<file path="src/hdl/utf8tc_pkg.sv">
// Shared types and constants of the internal-text / UTF-8 transcoder.
// Used by the front classifier, the job queue, the byte sequencer and the top level.
package utf8tc_pkg;

   localparam int QueueDepth = 2;

   localparam logic [7:0] TopBitMask  = 8'h80;
   localparam logic [7:0] Lead2Mark   = 8'hC0;
   localparam logic [7:0] Lead3Mark   = 8'hE0;
   localparam logic [7:0] Lead2Mask   = 8'hE0;
   localparam logic [7:0] ContMark    = 8'h80;
   localparam logic [15:0] WideMark   = 16'h8000;
   localparam logic [15:0] OneByteMax = 16'h007F;
   localparam logic [15:0] TwoByteMax = 16'h07FF;

   localparam logic DirEncode = 1'b0;
   localparam logic DirDecode = 1'b1;

   typedef logic [7:0] octet_type;

   // One queued job: the result bytes caused by one input beat, first byte in data[0].
   typedef struct packed {
      logic [1:0]          count;
      octet_type [2:0]     data;
   } job_type;

endpackage

</file>
<file path="src/hdl/internal_text_utf8_transcoder.sv">
// Transcoder between the two-byte internal text encoding and UTF-8, with the
// direction set by a one-bit register (0 encode to UTF-8, 1 decode from UTF-8).
// An input beat is taken every cycle while the job queue has room; each beat
// becomes zero to three result bytes, and the result port sends one byte per
// cycle while rsp_stall is low. With the result side idle, the first result byte
// is written to a queue entry and then loaded into the sequencer's job register
// before it is offered. Writing the register also drops any unfinished
// character.
module internal_text_utf8_transcoder #(
   parameter int QueueDepth = utf8tc_pkg::QueueDepth
) (
   input  logic       clock,
   input  logic       reset,
   input  logic       csr_wr_en,
   input  logic       csr_wr_data,
   input  logic       req_valid,
   output logic       req_stall,
   input  logic [7:0] req_in_byte,
   output logic       rsp_valid,
   input  logic       rsp_stall,
   output logic [7:0] rsp_out_byte,
   output logic       rsp_last_of_run
);

   logic                push;
   logic                pop;
   logic                queue_full;
   logic                queue_empty;
   utf8tc_pkg::job_type push_job;
   utf8tc_pkg::job_type head_job;

   utf8tc_front u_front (
      .clock       (clock),
      .reset       (reset),
      .csr_wr_en   (csr_wr_en),
      .csr_wr_data (csr_wr_data),
      .req_valid   (req_valid),
      .req_stall   (req_stall),
      .req_in_byte (req_in_byte),
      .queue_full  (queue_full),
      .push        (push),
      .push_job    (push_job)
   );

   utf8tc_queue #(
      .Depth (QueueDepth)
   ) u_queue (
      .clock    (clock),
      .reset    (reset),
      .push     (push),
      .push_job (push_job),
      .full     (queue_full),
      .pop      (pop),
      .empty    (queue_empty),
      .head_job (head_job)
   );

   utf8tc_back u_back (
      .clock           (clock),
      .reset           (reset),
      .queue_empty     (queue_empty),
      .head_job        (head_job),
      .pop             (pop),
      .rsp_valid       (rsp_valid),
      .rsp_stall       (rsp_stall),
      .rsp_out_byte    (rsp_out_byte),
      .rsp_last_of_run (rsp_last_of_run)
   );

endmodule

</file>
<file path="src/hdl/utf8tc_front.sv">
// Front of the transcoder: takes input beats, tracks the partial character and
// turns each beat into a job of zero to three result bytes. Uses utf8tc_pkg.
module utf8tc_front (
   input  logic                     clock,
   input  logic                     reset,
   input  logic                     csr_wr_en,
   input  logic                     csr_wr_data,
   input  logic                     req_valid,
   output logic                     req_stall,
   input  logic [7:0]               req_in_byte,
   input  logic                     queue_full,
   output logic                     push,
   output utf8tc_pkg::job_type      push_job
);

   logic        direction_ff, direction_in;
   logic [1:0]  pending_ff, pending_in;
   logic [15:0] accum_ff, accum_in;
   logic        accept;
   logic [14:0] enc_cp;
   logic [15:0] dec_cp;
   utf8tc_pkg::job_type job;

   // A decoded code point leaves as one byte, or as two bytes with the top bit set.
   function automatic utf8tc_pkg::job_type emit_cp(input logic [15:0] cp);
      utf8tc_pkg::job_type j;
      logic [15:0] wide;
      wide = cp | utf8tc_pkg::WideMark;
      j = '0;
      if (cp <= utf8tc_pkg::OneByteMax) begin
         j.count   = 2'd1;
         j.data[0] = cp[7:0];
      end else begin
         j.count   = 2'd2;
         j.data[0] = wide[15:8];
         j.data[1] = wide[7:0];
      end
      return j;
   endfunction

   assign req_stall = queue_full;
   assign accept    = req_valid && !queue_full;
   assign enc_cp    = {accum_ff[14:8], req_in_byte};
   assign dec_cp    = accum_ff | {10'd0, req_in_byte[5:0]};

   always_comb begin
      direction_in = direction_ff;
      pending_in   = pending_ff;
      accum_in     = accum_ff;
      job          = '0;
      if (csr_wr_en) begin
         direction_in = csr_wr_data;
         pending_in   = 2'd0;
         accum_in     = '0;
      end else if (accept) begin
         if (direction_ff == utf8tc_pkg::DirEncode) begin
            if (pending_ff == 2'd0) begin
               if ((req_in_byte & utf8tc_pkg::TopBitMask) == 8'd0) begin
                  job.count   = 2'd1;
                  job.data[0] = req_in_byte;
               end else begin
                  accum_in   = {1'b0, req_in_byte[6:0], 8'd0};
                  pending_in = 2'd1;
               end
            end else begin
               pending_in = 2'd0;
               accum_in   = '0;
               if (enc_cp == 15'd0) begin
                  job.count = 2'd0;
               end else if ({1'b0, enc_cp} <= utf8tc_pkg::OneByteMax) begin
                  job.count   = 2'd1;
                  job.data[0] = enc_cp[7:0];
               end else if ({1'b0, enc_cp} <= utf8tc_pkg::TwoByteMax) begin
                  job.count   = 2'd2;
                  job.data[0] = utf8tc_pkg::Lead2Mark | {3'd0, enc_cp[10:6]};
                  job.data[1] = utf8tc_pkg::ContMark | {2'd0, enc_cp[5:0]};
               end else begin
                  job.count   = 2'd3;
                  job.data[0] = utf8tc_pkg::Lead3Mark | {5'd0, enc_cp[14:12]};
                  job.data[1] = utf8tc_pkg::ContMark | {2'd0, enc_cp[11:6]};
                  job.data[2] = utf8tc_pkg::ContMark | {2'd0, enc_cp[5:0]};
               end
            end
         end else begin
            case (pending_ff)
               2'd0: begin
                  if ((req_in_byte & utf8tc_pkg::TopBitMask) == 8'd0) begin
                     // A zero lead byte also lands here and is passed on as the byte 0x00.
                     accum_in = '0;
                     job      = emit_cp({8'd0, req_in_byte});
                  end else if ((req_in_byte & utf8tc_pkg::Lead2Mask)
                               == utf8tc_pkg::Lead2Mark) begin
                     accum_in   = {5'd0, req_in_byte[4:0], 6'd0};
                     pending_in = 2'd1;
                  end else begin
                     accum_in   = {req_in_byte[3:0], 12'd0};
                     pending_in = 2'd2;
                  end
               end
               2'd1: begin
                  pending_in = 2'd0;
                  accum_in   = '0;
                  job        = emit_cp(dec_cp);
               end
               default: begin
                  accum_in   = accum_ff | {4'd0, req_in_byte[5:0], 6'd0};
                  pending_in = 2'd1;
               end
            endcase
         end
      end
   end

   assign push     = accept && (job.count != 2'd0);
   assign push_job = job;

   always_ff @(posedge clock) begin
      if (reset) begin
         direction_ff <= utf8tc_pkg::DirEncode;
         pending_ff   <= 2'd0;
         accum_ff     <= '0;
      end else begin
         direction_ff <= direction_in;
         pending_ff   <= pending_in;
         accum_ff     <= accum_in;
      end
   end

endmodule

</file>
<file path="src/hdl/utf8tc_queue.sv">
// Short job queue between the front classifier and the byte sequencer.
// Holds utf8tc_pkg::job_type entries in arrival order.
module utf8tc_queue #(
   parameter int Depth = utf8tc_pkg::QueueDepth
) (
   input  logic                     clock,
   input  logic                     reset,
   input  logic                     push,
   input  utf8tc_pkg::job_type      push_job,
   output logic                     full,
   input  logic                     pop,
   output logic                     empty,
   output utf8tc_pkg::job_type      head_job
);

   localparam int PtrWidth  = (Depth > 1) ? $clog2(Depth) : 1;
   localparam int FillWidth = $clog2(Depth + 1);
   localparam logic [PtrWidth-1:0]  LastSlot = PtrWidth'(Depth - 1);
   localparam logic [FillWidth-1:0] FullFill = FillWidth'(Depth);

   utf8tc_pkg::job_type entry_ff [Depth];
   logic [PtrWidth-1:0]  wr_ptr_ff, wr_ptr_in;
   logic [PtrWidth-1:0]  rd_ptr_ff, rd_ptr_in;
   logic [FillWidth-1:0] fill_ff, fill_in;

   assign full     = (fill_ff == FullFill);
   assign empty    = (fill_ff == '0);
   assign head_job = entry_ff[rd_ptr_ff];

   always_comb begin
      wr_ptr_in = wr_ptr_ff;
      rd_ptr_in = rd_ptr_ff;
      fill_in   = fill_ff;
      if (push) begin
         wr_ptr_in = (wr_ptr_ff == LastSlot) ? '0 : wr_ptr_ff + PtrWidth'(1);
      end
      if (pop) begin
         rd_ptr_in = (rd_ptr_ff == LastSlot) ? '0 : rd_ptr_ff + PtrWidth'(1);
      end
      if (push && !pop) begin
         fill_in = fill_ff + FillWidth'(1);
      end else if (pop && !push) begin
         fill_in = fill_ff - FillWidth'(1);
      end
   end

   always_ff @(posedge clock) begin
      if (push) begin
         entry_ff[wr_ptr_ff] <= push_job;
      end
   end

   always_ff @(posedge clock) begin
      if (reset) begin
         wr_ptr_ff <= '0;
         rd_ptr_ff <= '0;
         fill_ff   <= '0;
      end else begin
         wr_ptr_ff <= wr_ptr_in;
         rd_ptr_ff <= rd_ptr_in;
         fill_ff   <= fill_in;
      end
   end

endmodule

</file>
<file path="src/hdl/utf8tc_back.sv">
// Back of the transcoder: takes jobs from the queue and sends their bytes one
// beat at a time, marking the final byte of each job. Uses utf8tc_pkg.
module utf8tc_back (
   input  logic                     clock,
   input  logic                     reset,
   input  logic                     queue_empty,
   input  utf8tc_pkg::job_type      head_job,
   output logic                     pop,
   output logic                     rsp_valid,
   input  logic                     rsp_stall,
   output logic [7:0]               rsp_out_byte,
   output logic                     rsp_last_of_run
);

   utf8tc_pkg::job_type job_ff, job_in;
   logic        busy_ff, busy_in;
   logic [1:0]  idx_ff, idx_in;
   logic        sent;
   logic        last;

   assign last            = (idx_ff == 2'(job_ff.count - 2'd1));
   assign sent            = busy_ff && !rsp_stall;
   assign pop             = !queue_empty && (!busy_ff || (sent && last));
   assign rsp_valid       = busy_ff;
   assign rsp_out_byte    = job_ff.data[idx_ff];
   assign rsp_last_of_run = last;

   always_comb begin
      job_in  = job_ff;
      busy_in = busy_ff;
      idx_in  = idx_ff;
      if (pop) begin
         // The next job loads in the same cycle the final byte leaves.
         job_in  = head_job;
         busy_in = 1'b1;
         idx_in  = 2'd0;
      end else if (sent) begin
         if (last) begin
            busy_in = 1'b0;
         end else begin
            idx_in = idx_ff + 2'd1;
         end
      end
   end

   always_ff @(posedge clock) begin
      job_ff <= job_in;
   end

   always_ff @(posedge clock) begin
      if (reset) begin
         busy_ff <= 1'b0;
         idx_ff  <= 2'd0;
      end else begin
         busy_ff <= busy_in;
         idx_ff  <= idx_in;
      end
   end

endmodule
</file>
<file path="config.mk">
export PLATFORM = sky130hd
export DESIGN_NAME = internal_text_utf8_transcoder
export DESIGN_NICKNAME = d
export VERILOG_FILES = /design/src/hdl/utf8tc_pkg.sv /design/src/hdl/internal_text_utf8_transcoder.sv /design/src/hdl/utf8tc_front.sv /design/src/hdl/utf8tc_queue.sv /design/src/hdl/utf8tc_back.sv
export SDC_FILE = /design/constraint.sdc
export NUM_CORES = 1
export LEC_CHECK = 0
export ABC_AREA = 1
export BUFFER_PORTS_ARGS = -buffer_cell sky130_fd_sc_hd__buf_2
export CORE_MARGIN = 2
export CORE_UTILIZATION = 48
export CTS_BUF_LIST = sky130_fd_sc_hd__clkbuf_4
export DETAILED_ROUTE_END_ITERATION = 12
export PLACE_DENSITY_LB_ADDON = 0.1
export SLEW_MARGIN = 20
export SYNTH_ARGS = -nofsm -noshare
export SYNTH_HDL_FRONTEND = slang
export SYNTH_SLANG_ARGS = --single-unit
</file>
<file path="constraint.sdc">
create_clock -name clock -period 3.4 [get_ports clock]
set_input_delay 0.34 -clock clock [delete_from_list [all_inputs] [get_ports clock]]
set_output_delay 0.34 -clock clock [all_outputs]
set_load 0.02 [all_outputs]
</file>
* Yosys cells after proc, flatten, opt, wreduce, memory -nomap -nowiden *
Memories as Yosys holds them, arrays and structs flattened. A register that Yosys moved wholly into a read port is not among the register bits.
Cells that the tools add are included.

word-level totals
  register bits = 26
  RAM bits = 52
  input bits = 14
  output and inout bits = 11
  logic and storage cells = 104
  memories kept = 1

operators by class
  add/sub/neg operators = 6
  magnitude comparators = 5
  equality and inequality tests = 6
  mux-type cells = 47
  bitwise gates (word level) = 3
  reduce and logical (&&, ||, !) cells = 28

memories
  memory            depth  width  rd ports  clocked after Yosys merged registers in  write ports  RTL line            text
  u_queue.entry_ff  2      26     1         1                                        1            utf8tc_queue.sv:21  utf8tc_pkg::job_type entry_ff [Depth];

operators by type and width
  cell                    count
  $mux W16                7
  $mux W26                4
  $mux W8                 9
  $pmux W26 S2            1
  $pmux W16 S2            1
  $mux W2                 12
  $mux W24                1
  $bmux W8 S2             1
  $le A16 B7 Y1 const B   1
  $or A16 B12 Y16         1
  $or A16 B6 Y16          1
  $le A15 B11 Y1 const B  1
  $le A15 B7 Y1 const B   1
  $logic_not A15 Y1       1
  $mux W14                1
  $mux W1                 9
  $le A8 B7 Y1 const B    1
  $logic_not A8 Y1        1
  $reduce_and A2 Y1       4
  $reduce_bool A2 Y1      4
  $logic_and A1 B1 Y1     7
  $logic_not A1 Y1        6
  $add A2 B1 Y2 const B   2
  $logic_not A2 Y1        2
  other kinds (13)        16

* Logic depth before layout (Yosys ltp) *
Gate-level depths: netlist of run 1.

  depth in word-level cells = 14
  depth in mapped cells = 14
  depth with buffers taken out = 14

* Modules after synthesis *
A second synthesis of run 1 with hierarchy kept.

second synthesis, totals
  cell total of the unflattened synthesis = 515
  area total of the unflattened synthesis = 5053.6 um^2

by module, submodules not included
  module        instances  cells each  area an instance (um^2)  sequential area each (um^2)
  utf8tc_queue  1          114         2207.1                   1661.6
  utf8tc_front  1          302         1647.8                   260.2
  utf8tc_back   1          99          1198.6                   840.8

* Least setup slack after synthesis of run 1 *
Ideal clock, no wire load.

  kind = register to register
  from = register u_front.accum_ff[12]
  to = memory u_queue.entry_ff[0][0] in the netlist's numbering, enable pin
  setup time = 0.415 ns
  data arrival time = 2.316 ns
  data required time = 2.985 ns
  slack = 0.668 ns
  stages on the path, launching flop included = 10
  path buffers = 0
  clock period less this slack = 2.732 ns
  cell sequence = dfxtp_1 -> nor2_4 -> nand2_2 -> nor2_8 -> nand4_1 -> nand2_1 -> inv_1 -> nand2_2 -> nand2_4 -> a21oi_1

on the way
  longest elaborated chain between the ends = 12
  elaborated cells on any way between the ends = 18
  those cells by class = order compare: 3; mux: 11; bitwise: 1; reduce/logical: 3

ends and longest elaborated chain
  what                               RTL line             text
  start, declared                    utf8tc_front.sv:18   logic [15:0] accum_ff, accum_in;
  start signal, assigned             utf8tc_front.sv:125  accum_ff <= accum_in;
  $le A15 B11 Y1                     utf8tc_front.sv:73   end else if ({1'b0, enc_cp} <= utf8tc_pkg::TwoByteMax) begin
  $mux W1                            utf8tc_front.sv:73
  $mux W2                            utf8tc_front.sv:70   end else if ({1'b0, enc_cp} <= utf8tc_pkg::OneByteMax) begin
  $mux W2                            utf8tc_front.sv:68   if (enc_cp == 15'd0) begin
  $mux W2                            utf8tc_front.sv:57   if (pending_ff == 2'd0) begin
  $mux W26 (*)                       utf8tc_front.sv:56   if (direction_ff == utf8tc_pkg::DirEncode) begin
  $mux W26 (*)                       utf8tc_front.sv:55   end else if (accept) begin
  $mux W26 (*)                       utf8tc_front.sv:51   if (csr_wr_en) begin
  $reduce_bool A2 Y1 (*)             utf8tc_front.sv:114  assign push = accept && (job.count != 2'd0);
  $logic_and A1 B1 Y1 (*)            utf8tc_front.sv:114
  $mux W1 (*)                        utf8tc_queue.sv:48   if (push) begin
  $mux W1 (not written as such) (*)  utf8tc_queue.sv:49   entry_ff[wr_ptr_ff] <= push_job;
  end, declared                      utf8tc_queue.sv:21

Every way passes the cells marked *; elsewhere a longest branch is shown, timed or not.

* Worst setup path after layout of run 1 *
  from = register u_front.direction_ff
  to = memory u_queue.entry_ff[1][1] in the netlist's numbering, enable pin

on the way
  longest elaborated chain between the ends = 7

ends and longest elaborated chain
  what                           RTL line             text
  start, declared                utf8tc_front.sv:16   logic direction_ff, direction_in;
  start signal, assigned         utf8tc_front.sv:119  direction_ff <= utf8tc_pkg::DirEncode;
  start signal, assigned         utf8tc_front.sv:123  direction_ff <= direction_in;
  $mux W26                       utf8tc_front.sv:56
  $mux W26                       utf8tc_front.sv:55
  $mux W26                       utf8tc_front.sv:51
  $reduce_bool A2 Y1             utf8tc_front.sv:114
  $logic_and A1 B1 Y1            utf8tc_front.sv:114
  $mux W1                        utf8tc_queue.sv:48
  $mux W1 (not written as such)  utf8tc_queue.sv:49

No other way between the ends.

==> metrics.txt, run 1 <==
EDFF count, synth=75; diode count=0; RSZ-0062 raised after global routing=no; Post-synth top cells=nand2_1, edfxtp_1, nor2_1; reg2reg start=u_front.direction_ff$_SDFFE_PP0P_; Final setup viols=0; area of the multi-input gates=0.001679 sq mm; max cap viols=0; Port Buffers=24; Yosys top cell area share=0.4923; worst setup margin=1.032 ns; Final Hold Vio Count=0; startpoint types=register; CP max FO=31; run status=completed; CTS root buf=clkbuf_4; Critical R2R Capture=u_queue.entry_ff[1][1]$_DFFE_PP_; GRT Util Overall=0.2034; Pwr Total=3.078 mW; hold endpoint=u_front.direction_ff$_SDFFE_PP0P_; Final Cycle Share=0.6965; clock power share=0.173; IO Pins=25; CTS Hold Bufs=0; layout filler cell count=867; DRT antenna net count=0; Clock Latency Late Sink=0.43 ns; Vias/cell=5.094; CTS Buffer Depth=2; Max rail drop VDD=0.2686 mV; Static Leak=1.975 nW; max_slew headroom=0.4043; DRT iter0 DRCs=159; die height=101.6 microns; Data required, critical path=3.51 ns; Psw=1.135 mW; Core ar.=0.009240 sq mm; Worst R2R Setup Slack=1.03 ns; fin crit period=2.368 ns; Power Internal=1.944 mW; most frequent cell after synthesis=nand2_1; largest net degree at the start of global routing=32; Clock Sinks=95; max frequency=422.3 MHz; reg2reg path depth=8; Synth Area per Inst=9.451 sq um; Netlist cell types=37; Seq pwr share=0.519; CTS tree=built; post-layout util=0.5358; crit path kind=register to register; clock transition at the registers of the reported paths=0.15 ns; number of buffers created by CTS=9; prevailing post-synth register cell=edfxtp_1; ranking of synthesized cells by area=edfxtp_1, nand2_1, dfxtp_1, nor2_1, a21oi_1; layout cells sized above 1=0.1760; Hold WC Path Type=primary input to register; starting density of the core=0.4951; clk_skew=0.01895 ns; pre-CTS setup slack=1.014 ns; total length of routed wires=9.475 mm; cell taking the most area after synthesis=edfxtp_1; number of global-route vias before repair=3132; Least-Margin Pin Slew=0.8926 ns; PD cells=621.8 mW/mm^2; post-synthesis sequential area ratio=0.5799; nets=527; WHS Path Cells=2; number of synthesis warnings=0; Synth Cell Area=0.004574 sq mm; Mapped Cells=484; combinational cell fraction of total power=0.308; synthesized flop and latch total=95; die width=101.6 microns; Rows=35; Layout area overhead=8.233%; sequential cell area=0.002653 sq mm; H-tree Lvls=3; Sw Ratio=0.3686; crit end category=register; Post-CTS Resized=0; Setup TNS=0 ns; min-delay src=reset; initial antenna violation count=0; WHS=0.09995 ns; first-pass GRT wire length=16.06 mm; DIE AREA=0.01033 sq mm; Via Count=3291; DPL Wire Length=7.011 mm; wire per inst=14.67 microns; fraction of registers with async set/reset=0; Mapped Nets=499; Initial DRT Pass Iterations=5; fin. max-slew vios=0; post-route DRC violation count=0; crit path DAT=2.48 ns; GR Overflow Total=0; Placer Congestion=0.9850; setup bufs post-CTS=0
==> how the worst max path moves through the flow <==
stage,slack (ns),end,depth (start not counted),startpoint
floorplan,0.67,u_queue.entry_ff[0][0]$_DFFE_PP_,9,u_front.accum_ff[12]$_SDFFE_PP0P_
global placement,1.06,u_back.job_ff[10]$_DFFE_PP_,8,u_back.idx_ff[0]$_SDFFE_PP0P_
detailed placement,1.01,u_back.job_ff[12]$_DFFE_PP_,8,u_back.idx_ff[0]$_SDFFE_PP0P_
CTS,0.98,u_back.job_ff[19]$_DFFE_PP_,7,u_back.idx_ff[1]$_SDFFE_PP0P_
global route,0.79,u_back.job_ff[19]$_DFFE_PP_,8,u_back.idx_ff[0]$_SDFFE_PP0P_
finish,1.03,u_queue.entry_ff[1][1]$_DFFE_PP_,8,u_front.direction_ff$_SDFFE_PP0P_
==> sequential cells by signal, indices dropped and copies added (netlist names) <==
register and count:
u_front.pending_ff 2, u_queue.rd_ptr_ff 1, u_queue.entry_ff 50, u_back.rsp_valid 1
u_queue.fill_ff 2, u_front.direction_ff 1, u_queue.wr_ptr_ff 1, u_front.accum_ff 10
u_back.job_ff 25, u_back.idx_ff 2
==> stage by stage <==
stage          instances  instance area (sq um)
2_1_floorplan        484                   4574
3_3_place_gp         630                   4837
3_5_place_dp         630                   4837
4_1_cts              646                   4951
5_1_grt              646                   4951
6_report             646                   4951
==> power by group through the flow <==
stage | logic, mW | clock network [mW] | registers, mW
after global routing | 1.08 | 0.590 | 1.62
after detailed placement | 0.959 | 0 | 1.63
final | 0.949 | 0.533 | 1.60
after floorplan | 0.702 | 0 | 1.61
after CTS | 0.960 | 0.545 | 1.60
after global placement | 0.952 | 0 | 1.62
==> final cells by class <==
class,count,share of cell area
multi-input combinational,329,0.3391
timing repair buffer,29,0.03184
clock inverter,7,0.009351
sequential,95,0.5358
inverter,48,0.03765
tap,129,0.03260
clock buffer,9,0.01365
==> logic make-up after synthesis <==
| group | Yosys count | synth area share |
|---|---|---|
| buffers and inverters | 60 | 0.05388 |
| XOR/XNOR | 2 | 0.005472 |
| adder cells (fa/ha/maj) | 1 | 0.002735 |
| AND/OR/NAND/NOR | 235 | 0.2423 |
| flip-flops | 95 | 0.5799 |
| AO/OA/AOI/OAI | 91 | 0.1157 |
==> worst max-delay path, stage by stage, from the launching register on <==
cell and delay (ns):
dfxtp_1 0.34, buf_4 0.31, inv_1 0.27, nand2_2 0.17
o21ai_2 0.08, nor2_1 0.18, nand2_4 0.11, a21oi_4 0.25
buf_4 0.33
==> layout by cell type, fill, tap and decap left out, drive strengths merged, types with 4 or more instances in the layout <==
cell | netlist | routed
nand2 | 142 | 142
edfxtp | 75 | 75
nor2 | 64 | 64
inv | 45 | 47
a21oi | 38 | 38
o21ai | 35 | 35
buf | 5 | 29
nand3 | 21 | 21
dfxtp | 20 | 20
clkbuf | 7 | 9
nand4 | 6 | 6
clkinv | 3 | 6
o22ai | 5 | 5
o32ai | 4 | 4
==> layer usage <==
layer	global-route usage	wire, microns	vias up
met5	0	0	-
met4	0.08316	199	0
met3	0.02761	377	17
met2	0.3259	4557	89
met1	0.2804	4341	1496
li1	-	-	1689
(Power assumes the default switching activity.)
==> run 2: changes to the inputs <==
clock period = 2.1 ns   (was 3.4 ns; I/O delays follow)
==> metrics.txt, run 2 (synthesized netlist as in run 1, its figures left out) <==
fin. max-slew vios=0 (unchanged); crit path DAT=2.19 ns (-0.29 ns); startpoint types=register; IO Pins=25 (unchanged); Rows=35 (unchanged); CTS root buf=clkbuf_4; Largest delay share family, worst path=simple AND/OR/NAND/NOR gates; PD cells=1006 mW/mm^2 (+62%); layout cells sized above 1=0.2340 (+0.05799); Final setup viols=0 (unchanged); critical path's slowest cell=dfxtp_4; DPL Wire Length=7.740 mm (+10%); nets=557 (+5.7%); die width=101.6 microns (unchanged); layout filler cell count=846 (-2.4%); GRT Util Overall=0.2111 (+0.007616); area of the multi-input gates=0.001694 sq mm (+0.89%); Sw Ratio=0.3590 (-0.009641); max cap viols=0 (unchanged); fin crit period=2.022 ns (-0.3461 ns); Cell Chain, Critical Path=nor2_2 > nand2_2 > nor2_8 > nand4_1 > nand2_1 > inv_1 > nand2_2 > nand2_4 > buf_4 > a21oi_4 > buf_12 > clkbuf_16; Final Cycle Share=0.9629 (+0.2664); Pwr Total=5.376 mW (+75%); die height=101.6 microns (unchanged); number of buffers created by CTS=9 (unchanged); starting density of the core=0.4951 (unchanged); post-route DRC violation count=0 (unchanged); Initial DRT Pass Iterations=5 (unchanged); Layout area overhead=16.79%; Power Internal=3.446 mW (+77%); H-tree Lvls=3 (unchanged); largest net degree at the start of global routing=26 (-19%); worst setup margin=0.07799 ns (-0.9539 ns); sequential cell area=0.002663 sq mm (+0.38%); Vias/cell=5.102 (+0.15%); crit end category=register; Hold WC Path Type=primary input to register; clock power share=0.196 (+0.023); Max rail drop VDD=0.4347 mV (+62%); Least-Margin Pin Slew=0.3835 ns (-0.5091 ns); Via Count=3449 (+4.8%); Placer Congestion=0.9135 (-7.3%); commonest cells after routing, fill and taps aside=nand2_1, edfxtp_1, nor2_1; diode count=0 (unchanged); max_slew headroom=0.7427 (+0.3385); Core ar.=0.009240 sq mm (unchanged); clock transition at the registers of the reported paths=0.15 ns (about the same); Psw=1.930 mW (+70%); number of global-route vias before repair=3344 (+6.8%); crit path kind=register to register; CTS tree=built; Port Buffers=24 (unchanged); Top Registers=u_queue.entry_ff: 50 flops, u_back.job_ff: 25 flops, u_front.accum_ff: 10 flops; number of flip-flops in the largest register=50 (unchanged); CP max FO=6 (-81%); DIE AREA=0.01033 sq mm (unchanged); most common cell after layout, fill and taps aside=nand2_1; Final Hold Vio Count=0 (unchanged); Seq pwr share=0.480 (-0.039); first-pass GRT wire length=16.34 mm (+1.8%); pre-CTS setup slack=0.1006 ns (-0.9138 ns); WP buf/inv=4 (+1); CTS Buffer Depth=2 (unchanged); Critical Path Max Stage Delay=0.39 ns (+0.05 ns); DRT iter0 DRCs=183 (+15%); Data required, critical path=2.27 ns (-1.24 ns); run status=completed; total length of routed wires=10.46 mm (+10%); max frequency=494.6 MHz (+17%); GR Overflow Total=0 (unchanged); clk_skew=0.02080 ns (+0.001849 ns); wire per inst=15.47 microns (+5.4%); Static Leak=2.179 nW (+10%); Most flops, register=u_queue.entry_ff; Clock Sinks=95 (unchanged); DRT antenna net count=0 (unchanged); combinational cell fraction of total power=0.324 (+0.016); most frequent CP cell=nand2_2; initial antenna violation count=0 (unchanged); Clock Latency Late Sink=0.44 ns (about the same)
## run 2: path summary, 6_finish.rpt
kind                                     startpoint                                 to  slack [ns]  depth (start not counted)
hold reg to reg    u_front.accum_ff[8]$_SDFFE_PP0P_   u_front.accum_ff[8]$_SDFFE_PP0P_        0.49                          2
hold / removal                            rsp_stall      u_back.rsp_valid$_SDFFE_PP0P_        0.12                          5
setup reg to reg  u_front.accum_ff[10]$_SDFFE_PP0P_  u_queue.entry_ff[1][10]$_DFFE_PP_        0.08                         12
setup / recovery  u_front.accum_ff[10]$_SDFFE_PP0P_  u_queue.entry_ff[1][10]$_DFFE_PP_        0.08                         12
## run 2: per-layer routing
layer | track usage | part of all wire
met1 | 0.2599 | 0.43
met2 | 0.3583 | 0.49
met3 | 0.03658 | 0.037
met4 | 0.1040 | 0.042
met5 | 0 | 0
## run 2: power by group through the flow
| stage | registers [mW] | clock network (mW) | logic, mW |
|---|---|---|---|
| after CTS | 2.59 | 1.09 | 1.73 |
| after detailed placement | 2.63 | 0 | 1.72 |
| after global routing | 2.61 | 1.16 | 1.94 |
| after global placement | 2.62 | 0 | 1.72 |
| final | 2.58 | 1.05 | 1.74 |
| after floorplan | 2.61 | 0 | 1.14 |
## run 2: area by class of cell
type	count	share of cell area
multi-input combinational	329	0.3171
sequential	95	0.4984
timing repair buffer	59	0.08993
tap	129	0.03021
inverter	48	0.03489
clock inverter	7	0.01686
clock buffer	9	0.01265
## run 2: through the flow
step                      hold WS (ns)  TNS [ns]    util  cells  instance area (sq um)
after floorplan                 0.2791         0       -    484                   4586
after global placement          0.4188         0  0.5454    651                   5040
after detailed placement        0.4232         0  0.5454    651                   5040
after CTS                      0.09163         0  0.5647    669                   5218
after global routing            0.1049  -0.06307  0.5782    676                   5343
final                           0.1155         0  0.5782    676                   5343
## run 2: what timing repair did
action	4_1_cts	5_1_grt
hold endpoints to repair	2	0
gates resized for setup	0	12
setup endpoints to repair	0	26
hold buffers	2	0
setup buffers	0	4
## run 2: worst min-delay path: stages
cell and delay, ns:
buf_2 0.11, a21oi_4 0.07, nand2_1 0.06, nand2_1 0.04, inv_1 0.04
==> run 3: changes to the inputs <==
MAX_ROUTING_LAYER = met4   (was not set)
==> metrics.txt, run 3 (synthesized netlist as in run 1, its figures left out) <==
Final Cycle Share=0.9520 (-0.01087); Setup TNS=0 ns (unchanged); post-layout util=0.5634 (-0.01476); min-delay src=req_in_byte[1]; total length of routed wires=10.39 mm (-0.63%); max frequency=500.2 MHz (+1.1%); DRT iter0 DRCs=196 (+7.1%); CTS Buffer Depth=2 (unchanged); startpoint types=register; fin. max-slew vios=0 (unchanged); max cap viols=0 (unchanged); DPL Wire Length=7.816 mm (+0.99%); GRT Util Overall=0.2203 (+0.009255); layout cells sized above 1=0.2259 (-0.008078); PD cells=1006 mW/mm^2 (about the same); H-tree Lvls=3 (unchanged); Core ar.=0.009240 sq mm (unchanged); WHS=0.1206 ns (+0.005048 ns); Max rail drop VDD=0.3947 mV (-9.2%); nets=550 (-1.3%); number of flip-flops in the largest register=50 (unchanged); Critical path origin=u_front.accum_ff[10]$_SDFFE_PP0P_; Clock Latency Late Sink=0.43 ns (about the same); DIE AREA=0.01033 sq mm (unchanged); die width=101.6 microns (unchanged); CP max FO=25 (+19); Placer Congestion=0.9990 (+9.4%); Worst R2R Setup Slack=0.10 ns (+0.02 ns); Cell Chain, Critical Path=nor2_2 > nand2_2 > nor2_8 > nand4_1 > nand2_1 > inv_1 > nand2_2 > nand2_4 > buf_4 > a21oi_4 > buf_12; Rows=35 (unchanged); diode count=0 (unchanged); Data required, critical path=2.23 ns (-0.04 ns); run status=completed; Pwr Total=5.238 mW (-2.6%); layout filler cell count=854 (+0.95%); clk_skew=0.02660 ns (+0.005800 ns); crit path DAT=2.12 ns (-0.07 ns); die height=101.6 microns (unchanged); post-route DRC violation count=0 (unchanged); Design Area, Final=0.005206 sq mm (-2.6%); crit end category=register; Critical Path Max Stage Delay=0.39 ns (about the same); reg2reg path depth=11 (-1); most common cell after layout, fill and taps aside=nand2_1; IO Pins=25 (unchanged); RSZ-0062 raised after global routing=no; clock transition at the registers of the reported paths=0.16 ns (about the same); Port Buffers=24 (unchanged); largest net degree at the start of global routing=26 (unchanged); CTS tree=built; commonest cells after routing, fill and taps aside=nand2_1, edfxtp_1, nor2_1; GR Overflow Total=0 (unchanged); number of global-route vias before repair=3290 (-1.6%); Clock Sinks=95 (unchanged); Static Leak=2.105 nW (-3.4%); starting density of the core=0.4951 (unchanged); most frequent CP cell=nand2_2; Least-Margin Pin Slew=0.4155 ns (+0.03195 ns); Layout area overhead=13.81%; Via Count=3434 (-0.43%); crit path kind=register to register; hold endpoint=u_front.accum_ff[7]$_SDFFE_PP0P_; DRT antenna net count=0 (unchanged); Vias/cell=5.133 (+0.61%); Final Hold Vio Count=0 (unchanged); WHS Path Cells=3 (-2); initial antenna violation count=0 (unchanged); reg2reg start=u_front.accum_ff[10]$_SDFFE_PP0P_; fin crit period=1.999 ns (-0.02283 ns); CTS root buf=clkbuf_4; critical path's slowest cell=dfxtp_4; Most flops, register=u_queue.entry_ff; Critical R2R Capture=u_queue.entry_ff[1][6]$_DFFE_PP_; Top Registers=u_queue.entry_ff: 50 flops, u_back.job_ff: 25 flops, u_front.accum_ff: 10 flops; Placed Area=0.005032 sq mm (-0.15%); Initial DRT Pass Iterations=5 (unchanged); wire per inst=15.53 microns (+0.41%); first-pass GRT wire length=16.57 mm (+1.4%); number of buffers created by CTS=9 (unchanged); Final setup viols=0 (unchanged); max_slew headroom=0.7222 (-0.02058); Hold WC Path Type=primary input to register
## run 3: layout make-up
type | count | area (sq um) | share of cell area
flip-flops and latches | 95 | 2663 | 0.5114
multi-input cells | 329 | 1692 | 0.3249
repair buffers | 52 | 372.9 | 0.07162
inverters | 48 | 186.4 | 0.03581
well taps | 129 | 161.4 | 0.03100
clock buffers | 9 | 67.56 | 0.01298
clock inverters | 7 | 63.81 | 0.01226
## run 3: routing by layer
metal	part of all wire	up-vias	wire, microns	GRT usage
met1	0.44	1586	4567	0.2660
li1	-	1739	-	-
met3	0.041	19	424	0.03796
met2	0.49	90	5087	0.3634
met4	0.030	0	310	0.09563
met5	0	-	0	-
## run 3: worst max-delay path, delay by kind of cell, from the launching register on
| family | cells | cell delay (ns) |
|---|---|---|
| DFF | 1 | 0.39 |
| buffers and inverters | 3 | 0.40 |
| AOI/OAI and AO/OA | 1 | 0.17 |
| and+or+nand+nor | 7 | 0.73 |
## run 3: stage by stage
step / worst slack [ns] / std cells
floorplan: 0.1196 / 484
global placement: 0.1181 / 650
detailed placement: 0.07590 / 650
CTS: 0.05321 / 668
global route: 0.004319 / 669
finish: 0.1008 / 669
## run 3: what timing repair did
item | CTS | global route
buffers inserted | 0 | 1
endpoints found under the setup margin | 0 | 23
hold endpoints to repair | 2 | 0
resized for setup | 0 | 12
hold buffers | 2 | 0
## run 3: how the worst max path moves through the flow
stage                                                  end  cells past startpoint  slack, ns
after detailed placement   u_queue.fill_ff[1]$_SDFFE_PP0P_                     13       0.08
after floorplan                 u_back.job_ff[0]$_DFFE_PP_                      8       0.12
after CTS                 u_queue.entry_ff[1][6]$_DFFE_PP_                     11       0.05
after global routing      u_queue.entry_ff[1][6]$_DFFE_PP_                     11      0.004
after global placement     u_queue.fill_ff[1]$_SDFFE_PP0P_                     13       0.12
final                     u_queue.entry_ff[1][6]$_DFFE_PP_                     11       0.10
## run 3: where the power goes
part	internal [mW]	switching, mW
clock	0.269	0.661
combinational	0.577	1.16
sequential	2.46	0.113
total	3.31	1.93
